===== config.mk =====
export PLATFORM = sky130hd
export DESIGN_NAME = io_permission_bitmap_range_update_flat
export DESIGN_NICKNAME = d
export VERILOG_FILES = /design/src/hw/rtl/iprb_pkg.sv /design/src/hw/rtl/iprb_if.sv /design/src/hw/rtl/io_permission_bitmap_range_update.sv /design/src/hw/rtl/iprb_ram.sv /design/src/hw/rtl/iprb_word_unit.sv /design/src/flat_wrapper.sv
export SDC_FILE = /design/constraint.sdc
export NUM_CORES = 1
export LEC_CHECK = 0
export BUFFER_PORTS_ARGS = -buffer_cell sky130_fd_sc_hd__buf_4
export CORE_MARGIN = 2
export CORE_UTILIZATION = 56
export CTS_CLUSTER_DIAMETER = 40
export DETAILED_ROUTE_END_ITERATION = 8
export GPL_TIMING_DRIVEN = 0
export PLACE_DENSITY_LB_ADDON = 0.12
export REMOVE_ABC_BUFFERS = 1
export SETUP_SLACK_MARGIN = 0.2
export SYNTH_ARGS = -nofsm -noshare
export SYNTH_HDL_FRONTEND = slang
export SYNTH_SLANG_ARGS = --single-unit

===== constraint.sdc =====
create_clock -name clk_i -period 5.8 [get_ports clk_i]
set_input_delay 0 -clock clk_i [delete_from_list [all_inputs] [get_ports clk_i]]
set_output_delay 0 -clock clk_i [all_outputs]
set_load 0.01 [all_outputs]

===== src/hw/rtl/iprb_pkg.sv =====
package iprb_pkg;

  // field widths of the request and result items
  localparam int unsigned FIRST_W  = 16;
  localparam int unsigned COUNT_W  = 17;
  localparam int unsigned STATUS_W = 2;
  localparam int unsigned INDEX_W  = 4;
  localparam int unsigned VALUE_W  = 64;

  // port positions and range ends, with room for base plus one word
  localparam int unsigned SPAN_W   = 18;

  typedef enum logic [STATUS_W-1:0] {
    STATUS_DONE    = 2'd0,
    STATUS_INVALID = 2'd1,
    STATUS_NOPERM  = 2'd2
  } status_e;

  // what the word unit reports about the word at the current base
  typedef struct packed {
    logic touched;
    logic last;
  } word_info_t;

endpackage


===== src/hw/rtl/iprb_if.sv =====
interface iprb_req_if;
  logic                         valid;
  logic                         ready;
  logic [iprb_pkg::FIRST_W-1:0] first_port;
  logic [iprb_pkg::COUNT_W-1:0] port_count;
  logic                         grant;
  logic                         privileged;

  modport source (output valid, first_port, port_count, grant, privileged, input ready);
  modport sink   (input valid, first_port, port_count, grant, privileged, output ready);
endinterface

interface iprb_rsp_if;
  logic                          valid;
  logic                          ready;
  logic [iprb_pkg::STATUS_W-1:0] status;
  logic [iprb_pkg::INDEX_W-1:0]  word_index;
  logic [iprb_pkg::VALUE_W-1:0]  word_value;
  logic                          last;

  modport source (output valid, status, word_index, word_value, last, input ready);
  modport sink   (input valid, status, word_index, word_value, last, output ready);
endinterface


===== src/hw/rtl/io_permission_bitmap_range_update.sv =====
// port permission bitmap, range update. PORT_TOTAL ports are kept in
// PORT_TOTAL/WORD_BITS words of WORD_BITS bits, a set bit meaning the port is
// denied. after reset a clearing pass writes all ones into every word, one word
// a cycle, so the block takes no request until that pass is done.
// a request clears (grant) or sets (revoke) the bits of
// [first_port, first_port + port_count). an empty range or one past the end
// gives a single invalid-range item, an unprivileged grant a single
// not-permitted item; otherwise one item comes out for each touched word, in
// ascending word order, carrying the new word content, with last on the final
// one. a request is handled alone by a small sequencer around one word unit and
// a bitmap memory with one write and one read port: an accept step, a check
// step, then a scan step for each word below the range, and per touched word a
// read step, a modify and write step and a step holding the result item until
// it is taken. a rejected request goes from the check step to its result item
module io_permission_bitmap_range_update #(
  parameter int unsigned PORT_TOTAL = 1024,
  parameter int unsigned WORD_BITS  = 64
) (
  input  logic       clk_i,
  input  logic       rst_ni,
  iprb_req_if.sink   req_i,
  iprb_rsp_if.source rsp_o
);
  import iprb_pkg::*;

  localparam int unsigned WORD_COUNT = PORT_TOTAL / WORD_BITS;
  localparam int unsigned IDX_W      = (WORD_COUNT > 1) ? $clog2(WORD_COUNT) : 1;

  // sequencer states
  typedef enum logic [2:0] {
    S_CLEAR,
    S_IDLE,
    S_CHECK,
    S_SCAN,
    S_MOD,
    S_OUT
  } state_e;

  state_e                state_q, state_d;
  logic [IDX_W-1:0]      w_q, w_d;
  logic [SPAN_W-1:0]     base_q, base_d;
  logic [SPAN_W-1:0]     end_q, end_d;
  logic [FIRST_W-1:0]    first_q, first_d;
  logic [COUNT_W-1:0]    count_q, count_d;
  logic                  grant_q, grant_d;
  logic                  priv_q, priv_d;
  logic [STATUS_W-1:0]   status_q, status_d;
  logic [INDEX_W-1:0]    index_q, index_d;
  logic [VALUE_W-1:0]    value_q, value_d;
  logic                  last_q, last_d;

  // bitmap memory port
  logic                  ram_we;
  logic [WORD_BITS-1:0]  ram_wdata;
  logic [WORD_BITS-1:0]  ram_rdata;

  // word unit
  word_info_t            info;
  logic [WORD_BITS-1:0]  mask;
  logic [WORD_BITS-1:0]  new_word;

  logic [SPAN_W-1:0]     range_end;
  logic                  range_bad;
  logic                  w_final;

  iprb_ram #(
    .WIDTH (WORD_BITS),
    .DEPTH (WORD_COUNT),
    .ADDR_W(IDX_W)
  ) u_ram (
    .clk_i  (clk_i),
    .we_i   (ram_we),
    .waddr_i(w_q),
    .wdata_i(ram_wdata),
    .raddr_i(w_q),
    .rdata_o(ram_rdata)
  );

  iprb_word_unit #(
    .WORD_BITS(WORD_BITS)
  ) u_word (
    .base_i (base_q),
    .first_i(first_q),
    .end_i  (end_q),
    .info_o (info),
    .mask_o (mask)
  );

  // range check on the latched request
  assign range_end = SPAN_W'(first_q) + SPAN_W'(count_q);
  assign range_bad = (count_q == '0) || (range_end > SPAN_W'(PORT_TOTAL));
  assign w_final   = (w_q == IDX_W'(WORD_COUNT - 1));

  // grant clears the covered bits, revoke sets them
  assign new_word  = grant_q ? (ram_rdata & ~mask) : (ram_rdata | mask);
  assign ram_we    = (state_q == S_CLEAR) || (state_q == S_MOD);
  assign ram_wdata = (state_q == S_CLEAR) ? '1 : new_word;

  assign req_i.ready      = (state_q == S_IDLE);
  assign rsp_o.valid      = (state_q == S_OUT);
  assign rsp_o.status     = status_q;
  assign rsp_o.word_index = index_q;
  assign rsp_o.word_value = value_q;
  assign rsp_o.last       = last_q;

  always_comb begin
    state_d  = state_q;
    w_d      = w_q;
    base_d   = base_q;
    end_d    = end_q;
    first_d  = first_q;
    count_d  = count_q;
    grant_d  = grant_q;
    priv_d   = priv_q;
    status_d = status_q;
    index_d  = index_q;
    value_d  = value_q;
    last_d   = last_q;

    case (state_q)
      S_CLEAR: begin
        // one word of all ones a cycle
        if (w_final) begin
          w_d     = '0;
          state_d = S_IDLE;
        end else begin
          w_d = w_q + IDX_W'(1);
        end
      end
      S_IDLE: begin
        if (req_i.valid) begin
          first_d = req_i.first_port;
          count_d = req_i.port_count;
          grant_d = req_i.grant;
          priv_d  = req_i.privileged;
          state_d = S_CHECK;
        end
      end
      S_CHECK: begin
        w_d    = '0;
        base_d = '0;
        end_d  = range_end;
        if (range_bad || (grant_q && !priv_q)) begin
          // error item: index and value read zero
          status_d = range_bad ? STATUS_INVALID : STATUS_NOPERM;
          index_d  = '0;
          value_d  = '0;
          last_d   = 1'b1;
          state_d  = S_OUT;
        end else begin
          state_d = S_SCAN;
        end
      end
      S_SCAN: begin
        // memory read of word w_q is under way when the word is touched
        if (info.touched) begin
          state_d = S_MOD;
        end else if (w_final) begin
          state_d = S_IDLE;
        end else begin
          w_d    = w_q + IDX_W'(1);
          base_d = base_q + SPAN_W'(WORD_BITS);
        end
      end
      S_MOD: begin
        status_d = STATUS_DONE;
        index_d  = INDEX_W'(w_q);
        value_d  = VALUE_W'(new_word);
        last_d   = info.last;
        state_d  = S_OUT;
      end
      S_OUT: begin
        if (rsp_o.ready) begin
          if (last_q || w_final) begin
            state_d = S_IDLE;
          end else begin
            w_d     = w_q + IDX_W'(1);
            base_d  = base_q + SPAN_W'(WORD_BITS);
            state_d = S_SCAN;
          end
        end
      end
      default: begin
        state_d = S_IDLE;
      end
    endcase
  end

  always_ff @(posedge clk_i or negedge rst_ni) begin
    if (!rst_ni) begin
      state_q  <= S_CLEAR;
      w_q      <= '0;
      base_q   <= '0;
      end_q    <= '0;
      first_q  <= '0;
      count_q  <= '0;
      grant_q  <= 1'b0;
      priv_q   <= 1'b0;
      status_q <= '0;
      index_q  <= '0;
      value_q  <= '0;
      last_q   <= 1'b0;
    end else begin
      state_q  <= state_d;
      w_q      <= w_d;
      base_q   <= base_d;
      end_q    <= end_d;
      first_q  <= first_d;
      count_q  <= count_d;
      grant_q  <= grant_d;
      priv_q   <= priv_d;
      status_q <= status_d;
      index_q  <= index_d;
      value_q  <= value_d;
      last_q   <= last_d;
    end
  end

endmodule


===== src/hw/rtl/iprb_ram.sv =====
module iprb_ram #(
  parameter int unsigned WIDTH = 64,
  parameter int unsigned DEPTH = 16,
  parameter int unsigned ADDR_W = (DEPTH > 1) ? $clog2(DEPTH) : 1
) (
  input  logic              clk_i,
  input  logic              we_i,
  input  logic [ADDR_W-1:0] waddr_i,
  input  logic [WIDTH-1:0]  wdata_i,
  input  logic [ADDR_W-1:0] raddr_i,
  output logic [WIDTH-1:0]  rdata_o
);

  logic [WIDTH-1:0] mem [DEPTH];

  always_ff @(posedge clk_i) begin
    if (we_i) begin
      mem[waddr_i] <= wdata_i;
    end
    rdata_o <= mem[raddr_i];
  end

endmodule


===== src/hw/rtl/iprb_word_unit.sv =====
module iprb_word_unit #(
  parameter int unsigned WORD_BITS = 64
) (
  input  logic [iprb_pkg::SPAN_W-1:0]  base_i,
  input  logic [iprb_pkg::FIRST_W-1:0] first_i,
  input  logic [iprb_pkg::SPAN_W-1:0]  end_i,
  output iprb_pkg::word_info_t         info_o,
  output logic [WORD_BITS-1:0]         mask_o
);
  import iprb_pkg::*;

  localparam int unsigned BIT_W = $clog2(WORD_BITS + 1);

  logic [SPAN_W-1:0] first_x;
  logic [SPAN_W-1:0] word_bits_x;
  logic [SPAN_W-1:0] top;
  logic [SPAN_W-1:0] lo_full;
  logic [SPAN_W-1:0] hi_full;
  logic [BIT_W-1:0]  lo;
  logic [BIT_W-1:0]  hi;

  assign first_x     = SPAN_W'(first_i);
  assign word_bits_x = SPAN_W'(WORD_BITS);
  assign top         = base_i + word_bits_x;

  // covered bit span inside this word, as [lo, hi)
  assign lo_full = (first_x > base_i) ? (first_x - base_i) : '0;
  assign hi_full = (end_i < top) ? (end_i - base_i) : word_bits_x;
  assign lo      = lo_full[BIT_W-1:0];
  assign hi      = hi_full[BIT_W-1:0];

  assign info_o.touched = (base_i < end_i) && (top > first_x);
  assign info_o.last    = (end_i <= top);

  always_comb begin
    for (int i = 0; i < int'(WORD_BITS); i++) begin
      mask_o[i] = (BIT_W'(i) >= lo) && (BIT_W'(i) < hi);
    end
  end

endmodule

===== src/flat_wrapper.sv =====
// flat-port wrapper written by rule: the top's interface ports become plain ports
module io_permission_bitmap_range_update_flat import iprb_pkg::*;
#(
  parameter int unsigned PORT_TOTAL = 1024,
  parameter int unsigned WORD_BITS  = 64
)
  (clk_i, rst_ni, req_i_valid, req_i_first_port, req_i_port_count, req_i_grant, req_i_privileged, req_i_ready, rsp_o_valid, rsp_o_status, rsp_o_word_index, rsp_o_word_value, rsp_o_last, rsp_o_ready);
  iprb_req_if req_i_i ();
  iprb_rsp_if rsp_o_i ();
  input  logic clk_i;
  input  logic rst_ni;
  input wire logic [$bits(req_i_i.valid)-1:0] req_i_valid;
  input wire logic [$bits(req_i_i.first_port)-1:0] req_i_first_port;
  input wire logic [$bits(req_i_i.port_count)-1:0] req_i_port_count;
  input wire logic [$bits(req_i_i.grant)-1:0] req_i_grant;
  input wire logic [$bits(req_i_i.privileged)-1:0] req_i_privileged;
  output wire logic [$bits(req_i_i.ready)-1:0] req_i_ready;
  output wire logic [$bits(rsp_o_i.valid)-1:0] rsp_o_valid;
  output wire logic [$bits(rsp_o_i.status)-1:0] rsp_o_status;
  output wire logic [$bits(rsp_o_i.word_index)-1:0] rsp_o_word_index;
  output wire logic [$bits(rsp_o_i.word_value)-1:0] rsp_o_word_value;
  output wire logic [$bits(rsp_o_i.last)-1:0] rsp_o_last;
  input wire logic [$bits(rsp_o_i.ready)-1:0] rsp_o_ready;
  assign req_i_i.valid = req_i_valid;
  assign req_i_i.first_port = req_i_first_port;
  assign req_i_i.port_count = req_i_port_count;
  assign req_i_i.grant = req_i_grant;
  assign req_i_i.privileged = req_i_privileged;
  assign req_i_ready = req_i_i.ready;
  assign rsp_o_valid = rsp_o_i.valid;
  assign rsp_o_status = rsp_o_i.status;
  assign rsp_o_word_index = rsp_o_i.word_index;
  assign rsp_o_word_value = rsp_o_i.word_value;
  assign rsp_o_last = rsp_o_i.last;
  assign rsp_o_i.ready = rsp_o_ready;
  io_permission_bitmap_range_update #(.PORT_TOTAL(PORT_TOTAL), .WORD_BITS(WORD_BITS)) u_core (.clk_i(clk_i), .rst_ni(rst_ni), .req_i(req_i_i), .rsp_o(rsp_o_i));
endmodule

==> impl_metrics.json, run 1 <==
{
  "layout-area-overhead-vs-synth_pct": 18.4,
  "buffer_ports.inserted": 111,
  "insertion_delay_of_the_later_clocked_pin_in_the_worst_skew_pair_ns": 0.77,
  "pwr-share-comb_pct": 37.1,
  "power.clock.fraction_pct": 24.8,
  "place_hpwl_mm": 78.2,
  "finalClockSkew_ns": 0.0345,
  "drt-pass1-iter-count": 5,
  "cts.clk_slew.worst_paths_ns": 0.06,
  "routed_wl_mm": 139,
  "worstMarginPinSlew_ns": 1.32,
  "timing.final.crit_share_pct": 95.6,
  "ctsHtreeMaxLevel": 4,
  "final_cells": 4390,
  "adder_cell_share_of_the_synthesized_area_pct": 1.70,
  "min_path_cells": 3,
  "post_synthesis_cell_type_with_the_largest_combined_area": "edfxtp_1",
  "power.switching_fraction_pct": 35.9,
  "place_area_sq_um": 53700,
  "post_placement_cell_count": 4016,
  "synth_compound_gate_area_share_pct": 5.71,
  "hold_path_class": "input pin to register",
  "setup.worst_path.start_class": "register",
  "clock_tree.root_cell": "clkbuf_16",
  "ys_types": 80,
  "synthFlopType": "edfxtp_1",
  "global_route_usage_over_all_layers_pct": 30.4,
  "synth_mux_area_share_pct": 15.4,
  "viasPerCell": 6.61,
  "timing.critical_path.required_ns": 6.21,
  "finish.instance_area_sq_um": 59900,
  "rr_worst_depth": 9,
  "netlist_instances": 2835,
  "chipHeight_um": 305,
  "global_route_total_overflow": 0,
  "timing.slew.headroom_pct": 11.4,
  "avgSynthCellArea_sq_um": 17.9,
  "starting_density_pct": 56.3,
  "synth_sequential_area_ratio_pct": 70.3,
  "slew_viol_final": 0,
  "die_area_sq_um": 92800,
  "worstReg2RegStart": "u_core.base_q[6]$_DFFE_PN0P_",
  "power.sequential.fraction_pct": 38.2,
  "synthesis.yosys.warnings": 0,
  "layout-drive-gt1-share_pct": 25.7,
  "status": "completed",
  "setup_violations": 0,
  "reg2reg_slack_ns": 0.25,
  "cts_made_buffers": 150,
  "switching_power_mw": 14.1,
  "initialDrtViolationCount": 3546,
  "netlist_top_cells_count": "1024 x edfxtp_1, 320 x mux4_2, 199 x nand2_1",
  "rsz0062_at_grt": "true",
  "dr_total_vias": 29000,
  "tritoncts_clock_tree": "built",
  "design.final.nets": 3193,
  "internal_power_mw": 25.3,
  "antenna_violations_before_repair": 1,
  "fp.dieW_um": 305,
  "grt_start_max_net_pins": 100,
  "maxClockFrequency_ghz": 0.180,
  "setup.worst_path.end_class": "register",
  "endpoint_with_the_worst_hold_slack": "u_core.count_q[10]$_DFFE_PN0P_",
  "crit_type": "register to register",
  "design.core.area_sq_um": 89900,
  "synthXorXnorAreaFrac_pct": 0.563,
  "arrival_ns": 5.96,
  "via_count_of_the_first_global_routing_pass": 29400,
  "synth_seq_cells": 1231,
  "power_density_nw_per_um2": 657,
  "shortest_clock_period_the_worst_path_allows_after_layout_ns": 5.55,
  "yosys.area_share.simple_pct": 4.60,
  "yosys.cell_count.top_type": "edfxtp_1",
  "post_synth_edffs": 1024,
  "ir_worst_vdd_mv": 0.413,
  "area_fraction_of_the_dominant_cell_type_after_synthesis_pct": 60.7,
  "gpl.final_weighted_congestion": 0.924,
  "grt_pass1_wl_mm": 202,
  "ant_nets": 0,
  "antenna_cells_inserted": 0,
  "synth-async-reset-ratio_pct": 11.6,
  "critical_path.max_fanout": 28,
  "ctsLongestPathBuffers": 3,
  "detail_route.wl_per_cell_um": 31.6,
  "setup_ws_ns": 0.253,
  "pre_cts_ws_ns": -0.556,
  "maxCapViolations": 0,
  "clock_sink_count": 1231,
  "row_count": 110,
  "pin_count": 112,
  "mappedNetlistArea_sq_um": 50600,
  "postLayoutCoreUtil_pct": 66.7,
  "worst_r2r_endpoint": "u_core.u_ram.mem[11][8]$_DFFE_PP_",
  "drc": 0,
  "p_leak_nw": 20.6,
  "hold_start": "req_i_port_count[10]",
  "hold_viol_final": 0,
  "main_combinational_cell_family_by_area_after_synthesis": "multiplexers",
  "synth_top_cells_by_area": "edfxtp_1 61%, mux4_2 14%, dfrtp_1 7.1%, dfxtp_1 2.5%, ha_1 1.7%"
}
==> cell families after synthesis <==
| logic type | count (synthesis) |
|---|---|
| flip-flops | 1231 |
| AND/OR/NAND/NOR | 489 |
| AO/OA/AOI/OAI | 421 |
| multiplexers | 376 |
| buffers and inverters | 217 |
| adder cells (fa/ha/maj) | 68 |
| XOR/XNOR | 31 |
| other | 2 |
==> how the worst max path moves through the flow <==
| stage | start | endpoint | slack, ns | cells after the start |
|---|---|---|---|---|
| after floorplan | u_core.w_q[0]$_DFFE_PN0P_ | u_core.u_ram.mem[15][0]$_DFFE_PP_ | -9.72 | 3 |
| after global placement | u_core.w_q[0]$_DFFE_PN0P_ | u_core.u_ram.mem[15][40]$_DFFE_PP_ | -22.04 | 3 |
| after detailed placement | u_core.base_q[6]$_DFFE_PN0P_ | u_core.u_ram.mem[13][9]$_DFFE_PP_ | -0.56 | 14 |
| after CTS | u_core.base_q[6]$_DFFE_PN0P_ | u_core.u_ram.mem[0][2]$_DFFE_PP_ | 0.20 | 14 |
| after global routing | u_core.base_q[6]$_DFFE_PN0P_ | u_core.u_ram.mem[8][8]$_DFFE_PP_ | 0.13 | 9 |
| final | u_core.base_q[6]$_DFFE_PN0P_ | u_core.u_ram.mem[11][8]$_DFFE_PP_ | 0.25 | 9 |
==> critical path, stage by stage (launching register included) <==
cell and delay, ns:
dfrtp_1 0.51, inv_1 0.12, ha_1 0.91, and4b_1 0.31, a311oi_1 1.02, o31a_2 0.76, o21ai_0 0.34, o221ai_1 0.60
nand2_1 0.12, o211ai_1 0.50
==> layout by cell type, fill, tap and decap left out, types with 67 or more instances in the layout <==
master         Yosys  final
edfxtp_1        1024   1024
clkbuf_16          0    156
buf_4              0    122
o21ai_0          115    111
ha_1              67     67
dfrtp_1          143    138
dlygate4sd3_1      0     83
mux4_2           320    320
nand2_1          199    197
nor2_1            90     90
==> power by group through the flow <==
stage                     logic, mW  clock network [mW]  registers [mW]
after floorplan                8.91                   0            15.2
after global placement         12.6                   0            15.9
after detailed placement       13.9                   0            15.2
after CTS                      14.3                9.85            15.0
after global routing           15.7                10.2            15.1
final                          14.6                9.75            15.0
==> registers in the layout (all words and copies together) (netlist names), 3 cells and up <==
| signal | flops |
|---|---|
| u_core.end_q | 18 |
| u_core.first_q | 16 |
| u_core.rsp_o.word_index | 4 |
| u_core.rsp_o.word_value | 64 |
| u_core.state_q | 3 |
| u_core.base_q | 12 |
| u_core.u_ram.mem | 1024 |
| u_core.count_q | 17 |
| u_core.w_q | 4 |
| u_core.u_ram.rdata_o | 64 |
==> through the flow <==
| stage | power (mW) | hold slack, ns | TNS (ns) |
|---|---|---|---|
| 2_1_floorplan | 24.1 | -0.296 | -7242.74 |
| 3_3_place_gp | 28.5 | 0.214 | - |
| 3_5_place_dp | 29.1 | -0.0173 | -20.68 |
| 4_1_cts | 39.2 | 0.0140 | 0 |
| 5_1_grt | 41.0 | 0.0653 | 0 |
| 6_report | 39.4 | 0.0587 | 0 |
==> layout make-up <==
| cell class | instances | area, sq um |
|---|---|---|
| clock inverter | 78 | 1020 |
| tap | 1176 | 1470 |
| inverter | 54 | 203 |
| sequential | 1231 | 35600 |
| multi-input combinational | 1390 | 14300 |
| clock buffer | 202 | 4250 |
| timing repair buffer | 259 | 3040 |
| fill | 5926 | 29900 |
==> per-layer routing <==
layer	wire length (um)	vias to the layer above	GRT usage, %
met5	0	-	0
met4	4360	0	10.7
met3	11900	233	5.18
met2	65900	1502	47.5
met1	56500	15300	44.0
li1	-	12000	-
==> repair_timing <==
action,in CTS,in global routing
gates resized for setup,10,8
hold endpoints to repair,182,0
pin swaps,3,8
endpoints found under the setup margin,408,409
setup buffers,2,7
hold buffers,84,0
gates cloned,0,1
Note: power is estimated with default switching activity, not from simulation.
==> run 2, diff against run 1 <==
--- a/config.mk
+++ b/config.mk
@@ -6,7 +6,8 @@
 export NUM_CORES = 1
 export LEC_CHECK = 0
 export BUFFER_PORTS_ARGS = -buffer_cell sky130_fd_sc_hd__buf_4
-export CORE_MARGIN = 2
+export CORE_ASPECT_RATIO = 0.6
+export CORE_MARGIN = 5
 export CORE_UTILIZATION = 56
 export CTS_CLUSTER_DIAMETER = 40
 export DETAILED_ROUTE_END_ITERATION = 8
@@ -14,6 +15,7 @@
 export PLACE_DENSITY_LB_ADDON = 0.12
 export REMOVE_ABC_BUFFERS = 1
 export SETUP_SLACK_MARGIN = 0.2
+export SKIP_LAST_GASP = 1
 export SYNTH_ARGS = -nofsm -noshare
 export SYNTH_HDL_FRONTEND = slang
 export SYNTH_SLANG_ARGS = --single-unit
==> run 2 against run 1 <==
Net effect:
- final cell count fell by 1.2%
- sequential power barely moved
- highest routed layer unchanged
- critical path depth rose by 5
- register-to-register slack improved by 0.06 ns
- largest cell class unchanged
- sequential cell count did not move
==> impl_metrics.json, run 2 (same netlist as run 1, synthesis figures left out) <==
{
  "crit_path_cell_trace": "ha_1, nand3_1, nor3_1, xnor2_1, ha_1, and4_1, nand4_1, a31oi_1, a211oi_4, and2_4, nand2_1, o211ai_1, mux2i_1, nand2_2",
  "totalNegativeSetupSlack_ns": 0,
  "design_power_total_mw": 37.6,
  "drc": 0,
  "starting_density_pct": 56.5,
  "buffer_ports.inserted": 111,
  "dr_total_vias": 28200,
  "pwr-share-comb_pct": 39.4,
  "endpoint_with_the_worst_hold_slack": "u_core.first_q[11]$_DFFE_PN0P_",
  "critical_path.max_fanout": 22,
  "arrival_ns": 5.85,
  "final_cells": 4338,
  "cpPeakStageDelay_ns": 0.59,
  "shortest_clock_period_the_worst_path_allows_after_layout_ns": 5.49,
  "p_leak_nw": 19.8,
  "clock_tree.root_cell": "clkbuf_16",
  "setup_violations": 0,
  "viasPerCell": 6.50,
  "power.clock.fraction_pct": 20.8,
  "min_path_cells": 4,
  "gpl.final_weighted_congestion": 0.917,
  "row_count": 85,
  "via_count_of_the_first_global_routing_pass": 28000,
  "global_route_usage_over_all_layers_pct": 27.4,
  "timing.critical_path.required_ns": 6.16,
  "ctsHtreeMaxLevel": 3,
  "design.core.area_sq_um": 89700,
  "setup_ws_ns": 0.312,
  "layout-area-overhead-vs-synth_pct": 15.0,
  "setup.worst_path.start_class": "register",
  "ctsLongestPathBuffers": 3,
  "post_placement_cell_count": 4052,
  "internal_power_mw": 23.7,
  "timing.slew.headroom_pct": 7.89,
  "clock_sink_count": 1231,
  "ant_nets": 0,
  "layout.cells.most_common": "edfxtp_1",
  "critPathMostFrequentCell": "ha_1",
  "fp.dieW_um": 398,
  "setup.worst_path.end_class": "register",
  "grt_start_max_net_pins": 82,
  "maxCapViolations": 0,
  "antenna_violations_before_repair": 0,
  "ir_worst_vdd_mv": 0.308,
  "tritoncts_clock_tree": "built",
  "largest_reg_flops": 1024,
  "hold_viol_final": 0,
  "worst_path_slowest_cell": "mux2i_1",
  "power_density_nw_per_um2": 646,
  "power.sequential.fraction_pct": 39.9,
  "crit_type": "register to register",
  "detail_route.wl_per_cell_um": 30.5,
  "power.switching_fraction_pct": 37.1,
  "rr_worst_depth": 14,
  "drt-pass1-iter-count": 8,
  "slew_viol_final": 0,
  "rsz0062_at_grt": "true",
  "maxClockFrequency_ghz": 0.182,
  "hold_path_class": "input pin to register",
  "worst_r2r_endpoint": "u_core.u_ram.mem[8][10]$_DFFE_PP_",
  "layout-drive-gt1-share_pct": 24.6,
  "pre_cts_ws_ns": -0.682,
  "layout_filler_cell_count": 6020,
  "chipHeight_um": 243,
  "grt_pass1_wl_mm": 193,
  "routed_wl_mm": 132,
  "switching_power_mw": 13.9,
  "place_hpwl_mm": 78.0,
  "worstMarginPinSlew_ns": 1.38,
  "finalClockSkew_ns": 0.0449,
  "cts.clk_slew.worst_paths_ns": 0.07,
  "design.final.nets": 3124,
  "worstReg2RegStart": "u_core.base_q[6]$_DFFE_PN0P_",
  "reg2reg_slack_ns": 0.31,
  "initialDrtViolationCount": 3134,
  "cts_made_buffers": 118,
  "die_area_sq_um": 96700,
  "max_flop_register": "u_core.u_ram.mem",
  "hold_start": "req_i_first_port[11]",
  "global_route_total_overflow": 0,
  "final_cell_mix": "1024 x edfxtp_1, 320 x mux4_2, 195 x nand2_1, 138 x dfrtp_1, 131 x buf_4",
  "timing.hold.ws_ns": 0.0342,
  "timing.final.crit_share_pct": 94.6,
  "status": "completed",
  "insertion_delay_of_the_later_clocked_pin_in_the_worst_skew_pair_ns": 0.72,
  "pin_count": 112
}
## run 2: worst max-delay path, delay by kind of cell (launching register included)
| kind | cells | cell delay (ns) |
|---|---|---|
| compound gates | 3 | 1.18 |
| simple gates | 7 | 2.07 |
| flops | 1 | 0.50 |
| fa+ha+maj | 2 | 0.58 |
| xor+xnor | 1 | 0.21 |
| mux | 1 | 0.59 |
## run 2: worst max path at each step
stage | from | to | slack [ns] | cells after the start
after floorplan | u_core.w_q[0]$_DFFE_PN0P_ | u_core.u_ram.mem[15][0]$_DFFE_PP_ | -9.72 | 3
after global placement | u_core.w_q[0]$_DFFE_PN0P_ | u_core.u_ram.mem[15][57]$_DFFE_PP_ | -20.48 | 3
after detailed placement | u_core.base_q[6]$_DFFE_PN0P_ | u_core.u_ram.mem[13][9]$_DFFE_PP_ | -0.68 | 14
after CTS | u_core.base_q[6]$_DFFE_PN0P_ | u_core.u_ram.mem[9][10]$_DFFE_PP_ | 0.22 | 14
after global routing | u_core.base_q[12]$_DFFE_PN0P_ | u_core.u_ram.mem[1][45]$_DFFE_PP_ | 0.15 | 15
final | u_core.base_q[6]$_DFFE_PN0P_ | u_core.u_ram.mem[8][10]$_DFFE_PP_ | 0.31 | 14
## run 2: through the flow
stage | area (sq um) | utilization (%)
finish | 58200 | 64.9
global route | 58200 | 64.9
CTS | 58000 | 64.7
detailed placement | 53500 | 59.7
global placement | 52300 | 58.4
floorplan | 50000 | -
## run 2: area by class of cell
cell class	count	area, sq um	area share, %
flip-flops and latches	1231	35600	61.2
multi-input cells	1389	14300	24.6
repair buffers	223	2550	4.39
inverters	54	203	0.348
clock inverters	71	810	1.39
well taps	1218	1520	2.62
clock buffers	151	3170	5.44
diodes	1	2.50	0.00430
## run 2: per-layer routing
metal	global-route usage, %	vias up	routed length (um)
met4	6.37	0	2690
met2	41.8	1246	61600
met3	4.90	196	10600
li1	-	11800	-
met5	0	-	0
met1	42.0	14900	57200
## run 2: power groups by stage
stage / logic [mW] / registers (mW) / clock network [mW]
CTS: 14.2 / 15.0 / 7.92
floorplan: 8.91 / 15.2 / 0
finish: 14.8 / 15.0 / 7.81
detailed placement: 14.0 / 15.2 / 0
global route: 15.8 / 15.1 / 8.33
global placement: 12.8 / 15.9 / 0
## run 2: repair_timing
action / 4_1_cts / 5_1_grt
hold buffers: 40 / 0
hold endpoints to repair: 182 / 0
endpoints found under the setup margin: 755 / 576
buffers inserted: 3 / 20
resized for setup: 7 / 14
pin swaps: 2 / 12
